File: src/ibd_pkg.sv
// Shared types, constants and the timeout table for the backlight dimmer.
`default_nettype none
package ibd_pkg;

	localparam int KEY_BITS_DEF   = 32;
	localparam int AXIS_BITS_DEF  = 16;
	localparam int AXIS_COUNT_DEF = 4;

	localparam int TIME_W  = 32;
	localparam int THR_W   = 16;
	localparam int SEL_W   = 2;
	localparam int LEVEL_W = 7;
	localparam int OUT_W   = 8;
	localparam int ADDR_W  = 4;
	localparam int PDATA_W = 32;

	localparam logic [LEVEL_W-1:0] WAKE_LEVEL = 7'd100;
	localparam logic [LEVEL_W-1:0] DIM_LEVEL  = 7'd15;
	localparam logic [LEVEL_W-1:0] OFF_LEVEL  = 7'd0;

	localparam logic [THR_W-1:0] THR_RESET = 16'd30;

	typedef enum logic [1:0] {
		REG_DIM_SEL = 2'd0,
		REG_OFF_SEL = 2'd1,
		REG_MOVE_THR = 2'd2
	} reg_idx_t;

	typedef struct packed {
		logic [SEL_W-1:0] dim_select;
		logic [SEL_W-1:0] off_select;
		logic [THR_W-1:0] move_threshold;
	} cfg_t;

	typedef struct packed {
		logic [LEVEL_W-1:0] level;
		logic               last;
	} word_t;

	// timeout in ms for a table index; zero disables
	function automatic logic [TIME_W-1:0] timeout_ms(input logic [SEL_W-1:0] sel);
		logic [TIME_W-1:0] t;
		case (sel)
			2'd0:    t = 32'd0;
			2'd1:    t = 32'd30000;
			2'd2:    t = 32'd60000;
			2'd3:    t = 32'd300000;
			default: t = 32'd0;
		endcase
		return t;
	endfunction

endpackage
`default_nettype wire

File: src/inactivity_backlight_dimmer.sv
// Top level of the inactivity backlight dimmer.
// Each input word is one sample (time, key snapshot, axes). A key change or an
// axis move past the threshold gives one word of 100 and restarts the idle
// time; otherwise the dim and off timeouts give 15 and/or 0, or no word at all.
// A sample is taken every cycle unless one that gives words waits for room in
// the output register. Samples are registered in the input stage; their words
// go on to the output register, which holds two words and drains one per cycle
// while m_tready is high. Configuration must be written over APB while the
// block is idle; the block itself does not enforce this.
`default_nettype none
module inactivity_backlight_dimmer
	import ibd_pkg::*;
#(
	parameter int KEY_BITS   = KEY_BITS_DEF,
	parameter int AXIS_BITS  = AXIS_BITS_DEF,
	parameter int AXIS_COUNT = AXIS_COUNT_DEF
) (
	input  wire logic               clk,
	input  wire logic               arst_n,
	input  wire logic               s_tvalid,
	output logic                    s_tready,
	// now_ms, key_snapshot, axis_0 .. axis_N-1, zero pad to bytes
	input  wire logic [((TIME_W+KEY_BITS+AXIS_COUNT*AXIS_BITS+7)/8)*8-1:0] s_tdata,
	output logic                    m_tvalid,
	input  wire logic               m_tready,
	// brightness, zero pad bit
	output logic      [OUT_W-1:0]   m_tdata,
	output logic                    m_tlast,
	input  wire logic               psel,
	input  wire logic               penable,
	input  wire logic               pwrite,
	input  wire logic [ADDR_W-1:0]  paddr,
	input  wire logic [PDATA_W-1:0] pwdata,
	output logic      [PDATA_W-1:0] prdata,
	output logic                    pready
);

	localparam int DW = (AXIS_BITS + 1 > THR_W) ? AXIS_BITS + 1 : THR_W;

	cfg_t cfg;

	ibd_regs u_regs (
		.clk     (clk),
		.arst_n  (arst_n),
		.psel    (psel),
		.penable (penable),
		.pwrite  (pwrite),
		.paddr   (paddr),
		.pwdata  (pwdata),
		.prdata  (prdata),
		.pready  (pready),
		.cfg     (cfg)
	);

	// input stage
	logic                 valid_s1;
	logic [TIME_W-1:0]    now_s1;
	logic [KEY_BITS-1:0]  keys_s1;
	logic [AXIS_BITS-1:0] axes_s1 [AXIS_COUNT];

	// state
	logic [KEY_BITS-1:0]  keys_q;
	logic [AXIS_BITS-1:0] axes_q [AXIS_COUNT];
	logic [TIME_W-1:0]    act_q;

	// result register, two words
	word_t      slot_q [2];
	logic [1:0] cnt_q;

	logic [AXIS_COUNT-1:0] axis_moved;
	logic                  key_chg, moved, dim_hit, off_hit;
	logic [TIME_W-1:0]     dim_t, off_t, off_tab, dim_tab, elapsed;
	logic [1:0]            n_words;
	word_t                 w0, w1;
	logic                  m_fire, out_free, adv;

	assign key_chg = keys_s1 != keys_q;

	for (genvar i = 0; i < AXIS_COUNT; i++) begin : g_axis
		logic signed [AXIS_BITS:0] diff;
		logic        [AXIS_BITS:0] mag;
		assign diff = $signed({axes_q[i][AXIS_BITS-1], axes_q[i]})
			- $signed({axes_s1[i][AXIS_BITS-1], axes_s1[i]});
		assign mag  = diff[AXIS_BITS] ? AXIS_BITS'(1) + ~diff : diff;
		assign axis_moved[i] = DW'(mag) > DW'(cfg.move_threshold);
	end

	assign moved   = |axis_moved;
	assign dim_tab = timeout_ms(cfg.dim_select);
	assign off_tab = timeout_ms(cfg.off_select);
	assign off_t   = off_tab;
	assign dim_t   = (dim_tab > off_tab) ? off_tab : dim_tab;
	assign elapsed = now_s1 - act_q;
	assign dim_hit = (dim_t != '0) && (elapsed > dim_t);
	assign off_hit = (off_t != '0) && (elapsed > off_t);

	always_comb begin
		w0      = '{level: WAKE_LEVEL, last: 1'b1};
		w1      = '{level: OFF_LEVEL, last: 1'b1};
		n_words = 2'd0;
		if (key_chg || moved) begin
			n_words = 2'd1;
		end else if (dim_hit && off_hit) begin
			n_words = 2'd2;
			w0      = '{level: DIM_LEVEL, last: 1'b0};
		end else if (dim_hit) begin
			n_words = 2'd1;
			w0      = '{level: DIM_LEVEL, last: 1'b1};
		end else if (off_hit) begin
			n_words = 2'd1;
			w0      = '{level: OFF_LEVEL, last: 1'b1};
		end
	end

	assign m_fire   = m_tvalid & m_tready;
	assign out_free = (cnt_q == 2'd0) || (cnt_q == 2'd1 && m_fire);
	assign adv      = valid_s1 && (n_words == 2'd0 || out_free);
	assign s_tready = !valid_s1 || adv;

	always_ff @(posedge clk or negedge arst_n) begin
		if (!arst_n) begin
			valid_s1 <= 1'b0;
		end else if (s_tready) begin
			valid_s1 <= s_tvalid;
		end
	end

	always_ff @(posedge clk) begin
		if (s_tready && s_tvalid) begin
			now_s1  <= s_tdata[TIME_W-1:0];
			keys_s1 <= s_tdata[TIME_W +: KEY_BITS];
			for (int i = 0; i < AXIS_COUNT; i++) begin
				axes_s1[i] <= s_tdata[TIME_W + KEY_BITS + i*AXIS_BITS +: AXIS_BITS];
			end
		end
	end

	always_ff @(posedge clk or negedge arst_n) begin
		if (!arst_n) begin
			keys_q <= '0;
			act_q  <= '0;
			for (int i = 0; i < AXIS_COUNT; i++) begin
				axes_q[i] <= '0;
			end
		end else if (adv) begin
			if (key_chg) begin
				keys_q <= keys_s1;
				act_q  <= now_s1;
			end else begin
				for (int i = 0; i < AXIS_COUNT; i++) begin
					axes_q[i] <= axes_s1[i];
				end
				if (moved) begin
					act_q <= now_s1;
				end
			end
		end
	end

	always_ff @(posedge clk or negedge arst_n) begin
		if (!arst_n) begin
			cnt_q <= 2'd0;
		end else if (adv && n_words != 2'd0) begin
			cnt_q <= n_words;
		end else if (m_fire) begin
			cnt_q <= cnt_q - 2'd1;
		end
	end

	always_ff @(posedge clk) begin
		if (adv && n_words != 2'd0) begin
			slot_q[0] <= w0;
			slot_q[1] <= w1;
		end else if (m_fire) begin
			slot_q[0] <= slot_q[1];
		end
	end

	assign m_tvalid = cnt_q != 2'd0;
	assign m_tdata  = {1'b0, slot_q[0].level};
	assign m_tlast  = slot_q[0].last;

endmodule
`default_nettype wire

File: src/ibd_regs.sv
// APB configuration registers of the backlight dimmer.
`default_nettype none
module ibd_regs
	import ibd_pkg::*;
(
	input  wire logic               clk,
	input  wire logic               arst_n,
	input  wire logic               psel,
	input  wire logic               penable,
	input  wire logic               pwrite,
	input  wire logic [ADDR_W-1:0]  paddr,
	input  wire logic [PDATA_W-1:0] pwdata,
	output logic      [PDATA_W-1:0] prdata,
	output logic                    pready,
	output cfg_t                    cfg
);

	cfg_t     cfg_q;
	reg_idx_t idx;
	logic     wr;

	assign pready = 1'b1;
	assign idx    = reg_idx_t'(paddr[3:2]);
	assign wr     = psel & penable & pwrite & pready;
	assign cfg    = cfg_q;

	always_ff @(posedge clk or negedge arst_n) begin
		if (!arst_n) begin
			cfg_q.dim_select     <= '0;
			cfg_q.off_select     <= '0;
			cfg_q.move_threshold <= THR_RESET;
		end else if (wr) begin
			case (idx)
				REG_DIM_SEL:  cfg_q.dim_select     <= pwdata[SEL_W-1:0];
				REG_OFF_SEL:  cfg_q.off_select     <= pwdata[SEL_W-1:0];
				REG_MOVE_THR: cfg_q.move_threshold <= pwdata[THR_W-1:0];
				default: ;
			endcase
		end
	end

	always_comb begin
		case (idx)
			REG_DIM_SEL:  prdata = {{(PDATA_W-SEL_W){1'b0}}, cfg_q.dim_select};
			REG_OFF_SEL:  prdata = {{(PDATA_W-SEL_W){1'b0}}, cfg_q.off_select};
			REG_MOVE_THR: prdata = {{(PDATA_W-THR_W){1'b0}}, cfg_q.move_threshold};
			default:      prdata = '0;
		endcase
	end

endmodule
`default_nettype wire

File: config.mk
export PLATFORM = sky130hd
export DESIGN_NAME = inactivity_backlight_dimmer
export DESIGN_NICKNAME = d
export VERILOG_FILES = /design/src/ibd_pkg.sv /design/src/inactivity_backlight_dimmer.sv /design/src/ibd_regs.sv
export SDC_FILE = /design/constraint.sdc
export NUM_CORES = 1
export LEC_CHECK = 0
export BUFFER_PORTS_ARGS = -buffer_cell sky130_fd_sc_hd__buf_2
export CAP_MARGIN = 20
export CORE_MARGIN = 1
export CORE_UTILIZATION = 30
export CTS_CLUSTER_SIZE = 16
export DETAILED_ROUTE_END_ITERATION = 7
export GPL_ROUTABILITY_DRIVEN = 0
export PLACE_DENSITY_LB_ADDON = 0.08
export SYNTH_ARGS = -nofsm -noshare
export SYNTH_HDL_FRONTEND = slang
export SYNTH_SLANG_ARGS = --single-unit
File: constraint.sdc
create_clock -name clk -period 18.4 [get_ports clk]
set_clock_uncertainty 0.15 [all_clocks]
set_input_delay 3.68 -clock clk [delete_from_list [all_inputs] [get_ports clk]]
set_output_delay 3.68 -clock clk [all_outputs]
set_load 0.005 [all_outputs]
==> impl_metrics.py, run 1 <==
metrics = {
    "status": {
        "status": "complete, no violations",
    },
    "worst_setup_path": {
        "crit_fanout": 11,
        "critical_path.startpoint": "u_regs.cfg[17]",
        "cp-end-kind": "output port",
        "category_of_the_worst_setup_path_launch_point": "register",
        "reg2reg_slack_ns": 10.70,
        "worst_setup_path_category": "register to output port",
        "cp_data_required_time_ns": 14.57,
        "critical_path_arrival_ns": 6.75,
        "r2r-start": "u_regs.cfg[17]",
    },
    "power_and_ir_drop": {
        "max-vdd-ir-drop_mv": 0.0862,
        "comb_power_share_pct": 55.7,
        "clockPowerShare_pct": 19.5,
        "p_sw_mw": 1.69,
        "power.share.sequential_pct": 24.9,
        "cellPowerDensity_nw_per_um2": 156,
        "cellInternalPower_mw": 2.13,
        "fraction_of_power_spent_switching_nets_pct": 44.2,
        "leakagePower_nw": 9.85,
    },
    "place": {
        "buffer_ports.inserted": 177,
        "numPlacedInstances": 3350,
        "post-place-ws_ns": 8.37,
        "detailed_place_hpwl_mm": 45.0,
    },
    "grt": {
        "grt_max_degree": 87,
        "grt.total_usage_pct": 17.3,
        "antenna_found_initial": 5,
        "grt_first_pass_wirelength_mm": 101,
        "via_count_of_the_first_global_routing_pass": 18100,
        "global_route.overflow_total": 0,
    },
    "timing": {
        "hold_vio_cnt_final": 0,
        "period_needed_ns": 10.58,
        "finalSetupViolations": 0,
        "timing.max_slew.rel_slack_pct": 28.5,
        "setup_repair_after_global_routing_missed_its_margin": "false",
        "setup_ws_ns": 7.82,
        "final.setup.tns_ns": 0,
        "worst_pin_slew_ns": 1.07,
        "fin_crit_sh_pct": 57.5,
        "report.final.slew_viol_count": 0,
        "achievable-frequency_mhz": 94.5,
        "fin_hold_ws_ns": 0.338,
    },
    "logic_synthesis": {
        "postSynthAreaPerCell_um2": 9.41,
        "synth_seq_cells": 283,
        "postSynthCellCount": 2298,
        "post_synth_num_cell_types": 95,
        "post_syn_area_um2": 21600,
        "number_of_synthesized_flops_with_an_enable_pin": 132,
        "synth.top_cells.by_count": "sky130_fd_sc_hd__ha_1 (211), sky130_fd_sc_hd__inv_1 (171), sky130_fd_sc_hd__dfrtp_1 (147)",
        "synth_area_leader_cell": "sky130_fd_sc_hd__edfxtp_1",
        "async_flop_share_pct": 53.4,
        "post_synth_main_area_contributors": "sky130_fd_sc_hd__edfxtp_1 (18%), sky130_fd_sc_hd__dfrtp_1 (17%), sky130_fd_sc_hd__ha_1 (12%), sky130_fd_sc_hd__xnor2_1 (3.3%), sky130_fd_sc_hd__inv_1 (3.0%)",
        "synthMostInstantiatedCell": "sky130_fd_sc_hd__ha_1",
        "synth_top_area_share_pct": 18.3,
        "synth_warnings": 0,
        "synth_seq_area_share_pct": 35.8,
        "predominant_post_synthesis_flop_cell": "sky130_fd_sc_hd__dfrtp_1",
    },
    "cells_and_area": {
        "fillerInstances": 7360,
        "finalNonFillerCells": 3420,
        "area_delta_synth_final_pct": 13.2,
        "layout.nets": 2827,
        "finish.utilization_pct": 34.3,
        "final_layout_size_suffix_gt1_share_pct": 13.5,
    },
    "flow_run": {
        "maxCapViolations": 0,
    },
    "floorplan": {
        "floorplan.die.height_um": 270,
        "initial_core_util_pct": 30.3,
        "die-area_um2": 73100,
        "ioPinCount": 215,
        "die_width_um": 270,
        "core.rowCount": 98,
        "core_area_um2": 71400,
    },
    "clock_tree": {
        "ctsHoldBuffers": 0,
        "cts_setup_buffers": 0,
        "clock_insertion_delay_worst_skew_ns": 0.56,
        "clockBufferDepth": 3,
        "h_tree_depth": 2,
        "clk_pin_slew_ns": 0.06,
        "post_cts_resized": 0,
        "tritoncts_num_sinks": 283,
        "cts_root_buffer": "sky130_fd_sc_hd__clkbuf_16",
        "tritoncts": "yes",
        "cts_made_buffers": 37,
    },
    "routing": {
        "routed_via_count": 17700,
        "drt-initial-drc-count": 1170,
        "drc": 0,
        "detail_route.wirelength_mm": 63.2,
        "route.antenna.remaining_nets": 0,
        "vias_per_cell": 5.18,
        "drtPass1Iterations": 5,
        "wl_per_cell_um": 18.5,
    },
    "worst_hold_path": {
        "holdCritStartpoint": "act_q[29]",
        "min_path_type": "register to register",
    },
}
power groups by stage:
| stage | sequential, mW | clock, mW | combinational [mW] |
|---|---|---|---|
| 6_report | 0.949 | 0.743 | 2.12 |
| 3_3_place_gp | 0.958 | 0 | 2.07 |
| 3_5_place_dp | 0.963 | 0 | 2.12 |
| 4_1_cts | 0.952 | 0.777 | 2.13 |
| 5_1_grt | 0.971 | 0.797 | 2.40 |
| 2_1_floorplan | 0.933 | 0 | 1.61 |
kinds of logic (layout without fill, tap and decap cells):
family | Yosys count | count (layout) | share of synthesized area, %
AOI/OAI and AO/OA | 584 | 584 | 17.9
xor gates and xnor gates | 151 | 151 | 6.12
adders and majority gates | 216 | 216 | 12.7
buffers and inverters | 281 | 435 | 6.43
DFF | 283 | 283 | 35.8
muxes | 74 | 74 | 3.82
other | 2 | 20 | 0.0347
and+or+nand+nor | 707 | 707 | 17.1
critical path: stages, from the launching register on:
cell and delay, ns:
sky130_fd_sc_hd__dfrtp_1 0.44, sky130_fd_sc_hd__inv_1 0.11, sky130_fd_sc_hd__ha_1 0.25, sky130_fd_sc_hd__nor2_1 0.37, sky130_fd_sc_hd__ha_1 0.33, sky130_fd_sc_hd__o211ai_1 0.18
sky130_fd_sc_hd__a21oi_1 0.06, sky130_fd_sc_hd__o31ai_1 0.20, sky130_fd_sc_hd__a21oi_1 0.09, sky130_fd_sc_hd__o21ai_0 0.17, sky130_fd_sc_hd__buf_4 0.21, sky130_fd_sc_hd__mux2_2 0.39
sky130_fd_sc_hd__ha_1 0.28, sky130_fd_sc_hd__nand4_1 0.10, sky130_fd_sc_hd__or3_1 0.43, sky130_fd_sc_hd__a21oi_1 0.21, sky130_fd_sc_hd__a2111oi_0 0.11, sky130_fd_sc_hd__o21ai_0 0.11
sky130_fd_sc_hd__a211oi_1 0.11, sky130_fd_sc_hd__o21a_1 0.18, sky130_fd_sc_hd__a31oi_1 0.28, sky130_fd_sc_hd__inv_1 0.11, sky130_fd_sc_hd__ha_1 0.33, sky130_fd_sc_hd__and2b_2 0.17
sky130_fd_sc_hd__nor3b_1 0.59, sky130_fd_sc_hd__or2_2 0.27, sky130_fd_sc_hd__buf_2 0.12
cell type report:
cell class | instances | area [µm²] | area share (%)
diodes | 1 | 2.50 | 0.0102
clock buffers | 49 | 1020 | 4.18
repair buffers | 196 | 1050 | 4.29
clock inverters | 19 | 208 | 0.849
flip-flops and latches | 283 | 7750 | 31.7
multi-input cells | 1751 | 12600 | 51.5
well taps | 950 | 1190 | 4.86
inverters | 171 | 642 | 2.62
registers in the layout, indices dropped and copies added, names as in the netlist:
name / count
now_s1: 32
u_regs.cfg: 20
keys_q: 32
axes_q: 64
act_q: 32
axes_s1: 64
cnt_q: 2
keys_s1: 32
valid_s1: 1
slot_q: 4
path summary, 6_finish.rpt:
kind | end | cells past startpoint
hold / removal | act_q[29] | 1
setup / recovery | s_tready | 26
max in group asynchronous | keys_q[2] | 2
setup reg to reg | axes_s1[1][2] | 26
min in group asynchronous | axes_q[24] | 1
hold reg to reg | act_q[29] | 1
metal layers:
metal	routed length, µm	GRT usage [%]	vias up
li1	-	-	8730
met1	31000	23.7	8592
met2	28400	27.9	325
met3	2320	2.48	77
met4	1490	5.01	0
met5	0	0	-
stage by stage:
| stage | area [µm²] | total power [mW] |
|---|---|---|
| 2_1_floorplan | 21700 | 2.54 |
| 3_3_place_gp | 23200 | 3.02 |
| 3_5_place_dp | 23200 | 3.08 |
| 4_1_cts | 24400 | 3.86 |
| 5_1_grt | 24500 | 4.17 |
| 6_report | 24500 | 3.82 |
layout by cell type (no fill, tap or decap), drive strengths merged, types with 9 or more instances in the layout:
master,n
xnor2,81
dfrtp,147
nor2b,82
nand3,102
xor2,70
a21o,39
o211ai,81
nand2b,23
nor4,22
a211oi,16
nand4,89
conb,19
nor3,26
nor2,135
o21ai,124
buf,195
and2,28
clkinv,11
o21a,18
inv,174
a31oi,79
nand2,136
a2111oi,9
or3,16
a21oi,112
mux2,68
ha,211
clkbuf,49
edfxtp,132
o31ai,17
Note: power is estimated with default switching activity, not from simulation.
==> inputs of run 2 (changes only) <==
- ABC_AREA: default -> 1
- clock period: 18.4 -> 9.3 ns (I/O delays scaled with it)
==> run 2 against run 1 <==
- first-iteration DRC count decreased by 12%
- sequential power increased by 96%
- hold slack got worse by 0.023 ns
- critical endpoint unchanged
- largest cell class unchanged
- largest power group unchanged
==> impl_metrics.py, run 2 <==
metrics = {
    "clock_tree": {
        "h_tree_depth": 2,
        "tritoncts_num_sinks": 283,
        "clk_pin_slew_ns": 0.06,
        "clockBufferDepth": 3,
        "cts_made_buffers": 39,
        "ctsHoldBuffers": 0,
        "cts_root_buffer": "sky130_fd_sc_hd__clkbuf_16",
        "clock_insertion_delay_worst_skew_ns": 0.57,
        "post_cts_resized": 0,
        "tritoncts": "yes",
        "cts_setup_buffers": 0,
    },
    "power_and_ir_drop": {
        "cellPowerDensity_nw_per_um2": 277,
        "cellInternalPower_mw": 3.68,
        "p_sw_mw": 3.06,
        "power.share.sequential_pct": 27.6,
        "finalPower_mw": 6.74,
        "max-vdd-ir-drop_mv": 0.139,
        "clockPowerShare_pct": 21.8,
        "comb_power_share_pct": 50.6,
        "leakagePower_nw": 12.8,
        "fraction_of_power_spent_switching_nets_pct": 45.4,
    },
    "timing": {
        "achievable-frequency_mhz": 129,
        "final.setup.tns_ns": 0,
        "finalSetupViolations": 0,
        "fin_crit_sh_pct": 83.4,
        "period_needed_ns": 7.75,
        "report.final.slew_viol_count": 0,
        "setup_repair_after_global_routing_missed_its_margin": "false",
        "worst_pin_slew_ns": 0.918,
        "fin_hold_ws_ns": 0.315,
        "timing.max_slew.rel_slack_pct": 38.8,
        "hold_vio_cnt_final": 0,
    },
    "floorplan": {
        "core_area_um2": 70400,
        "die_width_um": 269,
        "ioPinCount": 215,
        "die-area_um2": 72600,
        "core.rowCount": 97,
        "floorplan.die.height_um": 269,
        "initial_core_util_pct": 30.5,
    },
    "grt": {
        "grt_max_degree": 66,
        "global_route.peak_usage_layer": "met2",
        "global_route.overflow_total": 0,
        "grt.total_usage_pct": 16.5,
        "global_route.usage.met1_pct": 23.7,
        "grt_first_pass_wirelength_mm": 97.8,
        "via_count_of_the_first_global_routing_pass": 18200,
        "grt_util_met2_pct": 26.1,
        "antenna_found_initial": 4,
        "grt_util_met3_pct": 2.37,
    },
    "place": {
        "detailed_place_hpwl_mm": 45.3,
        "buffer_ports.inserted": 177,
    },
    "logic_synthesis": {
        "post_syn_area_um2": 21500,
        "post_synth_num_cell_types": 58,
        "postSynthCellCount": 2856,
        "predominant_post_synthesis_flop_cell": "sky130_fd_sc_hd__dfrtp_1",
        "number_of_synthesized_flops_with_an_enable_pin": 132,
        "synth_seq_cells": 283,
        "synth_seq_area_share_pct": 36.1,
        "synth_warnings": 0,
        "async_flop_share_pct": 53.4,
        "synth.top_cells.by_count": "sky130_fd_sc_hd__nand2_1 (855), sky130_fd_sc_hd__inv_1 (428), sky130_fd_sc_hd__nor2_1 (231)",
        "post_synth_main_area_contributors": "sky130_fd_sc_hd__edfxtp_1 (18%), sky130_fd_sc_hd__dfrtp_1 (17%), sky130_fd_sc_hd__nand2_1 (15%), sky130_fd_sc_hd__ha_1 (12%), sky130_fd_sc_hd__inv_1 (7.5%)",
        "postSynthAreaPerCell_um2": 7.51,
        "synth_area_leader_cell": "sky130_fd_sc_hd__edfxtp_1",
        "synth_top_area_share_pct": 18.5,
        "synthMostInstantiatedCell": "sky130_fd_sc_hd__nand2_1",
    },
    "cells_and_area": {
        "mostFrequentLayoutCell": "sky130_fd_sc_hd__nand2_1",
        "layout.nets": 3407,
        "largest_registers": "axes_q x64, axes_s1 x64",
        "final_layout_size_suffix_gt1_share_pct": 9.77,
        "fillerInstances": 7511,
        "layout.cells.most_common_list": "sky130_fd_sc_hd__nand2_1 (855), sky130_fd_sc_hd__inv_1 (426), sky130_fd_sc_hd__nor2_1 (231)",
        "area_delta_synth_final_pct": 13.5,
    },
    "routing": {
        "routed_via_count": 18700,
        "drc": 0,
        "wl_per_cell_um": 15.1,
        "drtPass1Iterations": 5,
        "vias_per_cell": 4.69,
        "drt-initial-drc-count": 1025,
        "detail_route.wirelength_mm": 60.4,
        "route.antenna.remaining_nets": 0,
    },
    "worst_setup_path": {
        "reg2reg_slack_ns": 2.28,
        "worst-r2r-cell-count": 28,
        "cp-end-kind": "output port",
        "worst_setup_path_category": "register to output port",
        "cp_data_required_time_ns": 7.29,
        "critPathCapture": "s_tready",
        "crit_top_cell": "sky130_fd_sc_hd__nor2_1",
        "cp_slowest_cell": "sky130_fd_sc_hd__dfrtp_1",
        "category_of_the_worst_setup_path_launch_point": "register",
        "r2r-start": "u_regs.cfg[16]",
        "worstReg2RegEnd": "axes_q[24]",
        "timing.critical_path.slowest_cell_delay_ns": 0.47,
        "crit_fanout": 12,
        "critical_path_arrival_ns": 5.74,
        "critical_path.startpoint": "u_regs.cfg[16]",
    },
    "worst_hold_path": {
        "min_path_type": "register to register",
    },
    "flow_run": {
        "maxCapViolations": 0,
    },
    "status": {
        "status": "complete, no violations",
    },
}
==> run 2: changes by cell type in the layout (fill, tap and decap cells not counted), moves of 30 or more <==
cell and change:
sky130_fd_sc_hd__a21o_1 -30, sky130_fd_sc_hd__mux2_2 -37, sky130_fd_sc_hd__nand4_1 +74, sky130_fd_sc_hd__inv_1 +255, sky130_fd_sc_hd__nor2_1 +97, sky130_fd_sc_hd__nand3_1 +32
sky130_fd_sc_hd__mux2_1 -31, sky130_fd_sc_hd__a21oi_1 +30, sky130_fd_sc_hd__a31oi_1 -75, sky130_fd_sc_hd__nand2_1 +720, sky130_fd_sc_hd__xnor2_1 -39, sky130_fd_sc_hd__o211ai_1 -78
sky130_fd_sc_hd__o21ai_0 -49, sky130_fd_sc_hd__nor2b_1 -79
==> run 2: logic make-up (layout without fill, tap and decap cells) <==
kind of cell / Yosys count / count (layout) / synth area share (%)
AND/OR/NAND/NOR: 1475 / 1475 / 30.0
buffers and inverters: 519 / 695 / 10.3
flip-flops: 283 / 283 / 36.1
AO/OA/AOI/OAI: 254 / 254 / 6.46
adder cells (fa/ha/maj): 216 / 216 / 12.8
XOR/XNOR: 107 / 107 / 4.40
other: 2 / 20 / 0.0350
==> run 2: worst min path at each step <==
stage / start / depth (start not counted) / slack, ns / endpoint
3_3_place_gp: keys_q[31] / 2 / 0.30 / keys_q[31]
4_1_cts: act_q[14] / 2 / 0.32 / act_q[14]
2_1_floorplan: act_q[10] / 2 / 0.29 / act_q[10]
5_1_grt: act_q[25] / 2 / 0.33 / act_q[25]
3_5_place_dp: act_q[14] / 2 / 0.31 / act_q[14]
6_report: act_q[23] / 2 / 0.32 / act_q[23]
==> run 2: layout make-up <==
cell class                 count  area, µm²  share of cell area [%]
antenna                        1       2.50                  0.0103
clock buffer                  44       1000                    4.12
clock inverter                26        236                   0.970
inverter                     436       1640                    6.74
multi-input combinational   2071      11600                    47.5
sequential                   283       7750                    31.8
tap                          940       1180                    4.83
timing repair buffer         189        982                    4.03
==> run 2: worst max-delay path, delay by kind of cell, from the launching register on <==
kind | cells | cell delay [ns]
fa+ha+maj | 4 | 1.15
simple gates | 12 | 1.95
flops | 1 | 0.47
compound gates | 6 | 1.12
buf+inv | 4 | 0.49
==> run 2: routing by layer <==
| metal | part of all wire, % | vias to the layer above |
|---|---|---|
| met4 | 1.7 | 4 |
| met5 | 0.038 | - |
| met1 | 51 | 8705 |
| met3 | 4.0 | 67 |
| met2 | 43 | 349 |
| li1 | - | 9583 |
==> run 2: per-stage QoR <==
step,cells,cell area (µm²),utilization [%],worst slack (ns)
finish,3990,24400,34.6,1.55
global route,3989,24400,34.6,1.01
CTS,3989,24400,34.6,1.53
detailed placement,3919,23100,32.9,2.20
global placement,3919,23100,32.9,2.31
floorplan,2873,21500,-,2.03
==> run 2: power by group through the flow <==
| stage | Sequential (mW) | Combinational [mW] | Clock [mW] |
|---|---|---|---|
| after floorplan | 1.81 | 2.64 | 0 |
| after global placement | 1.88 | 3.35 | 0 |
| after detailed placement | 1.88 | 3.42 | 0 |
| after CTS | 1.86 | 3.43 | 1.54 |
| after global routing | 1.90 | 3.92 | 1.58 |
| final | 1.86 | 3.41 | 1.47 |
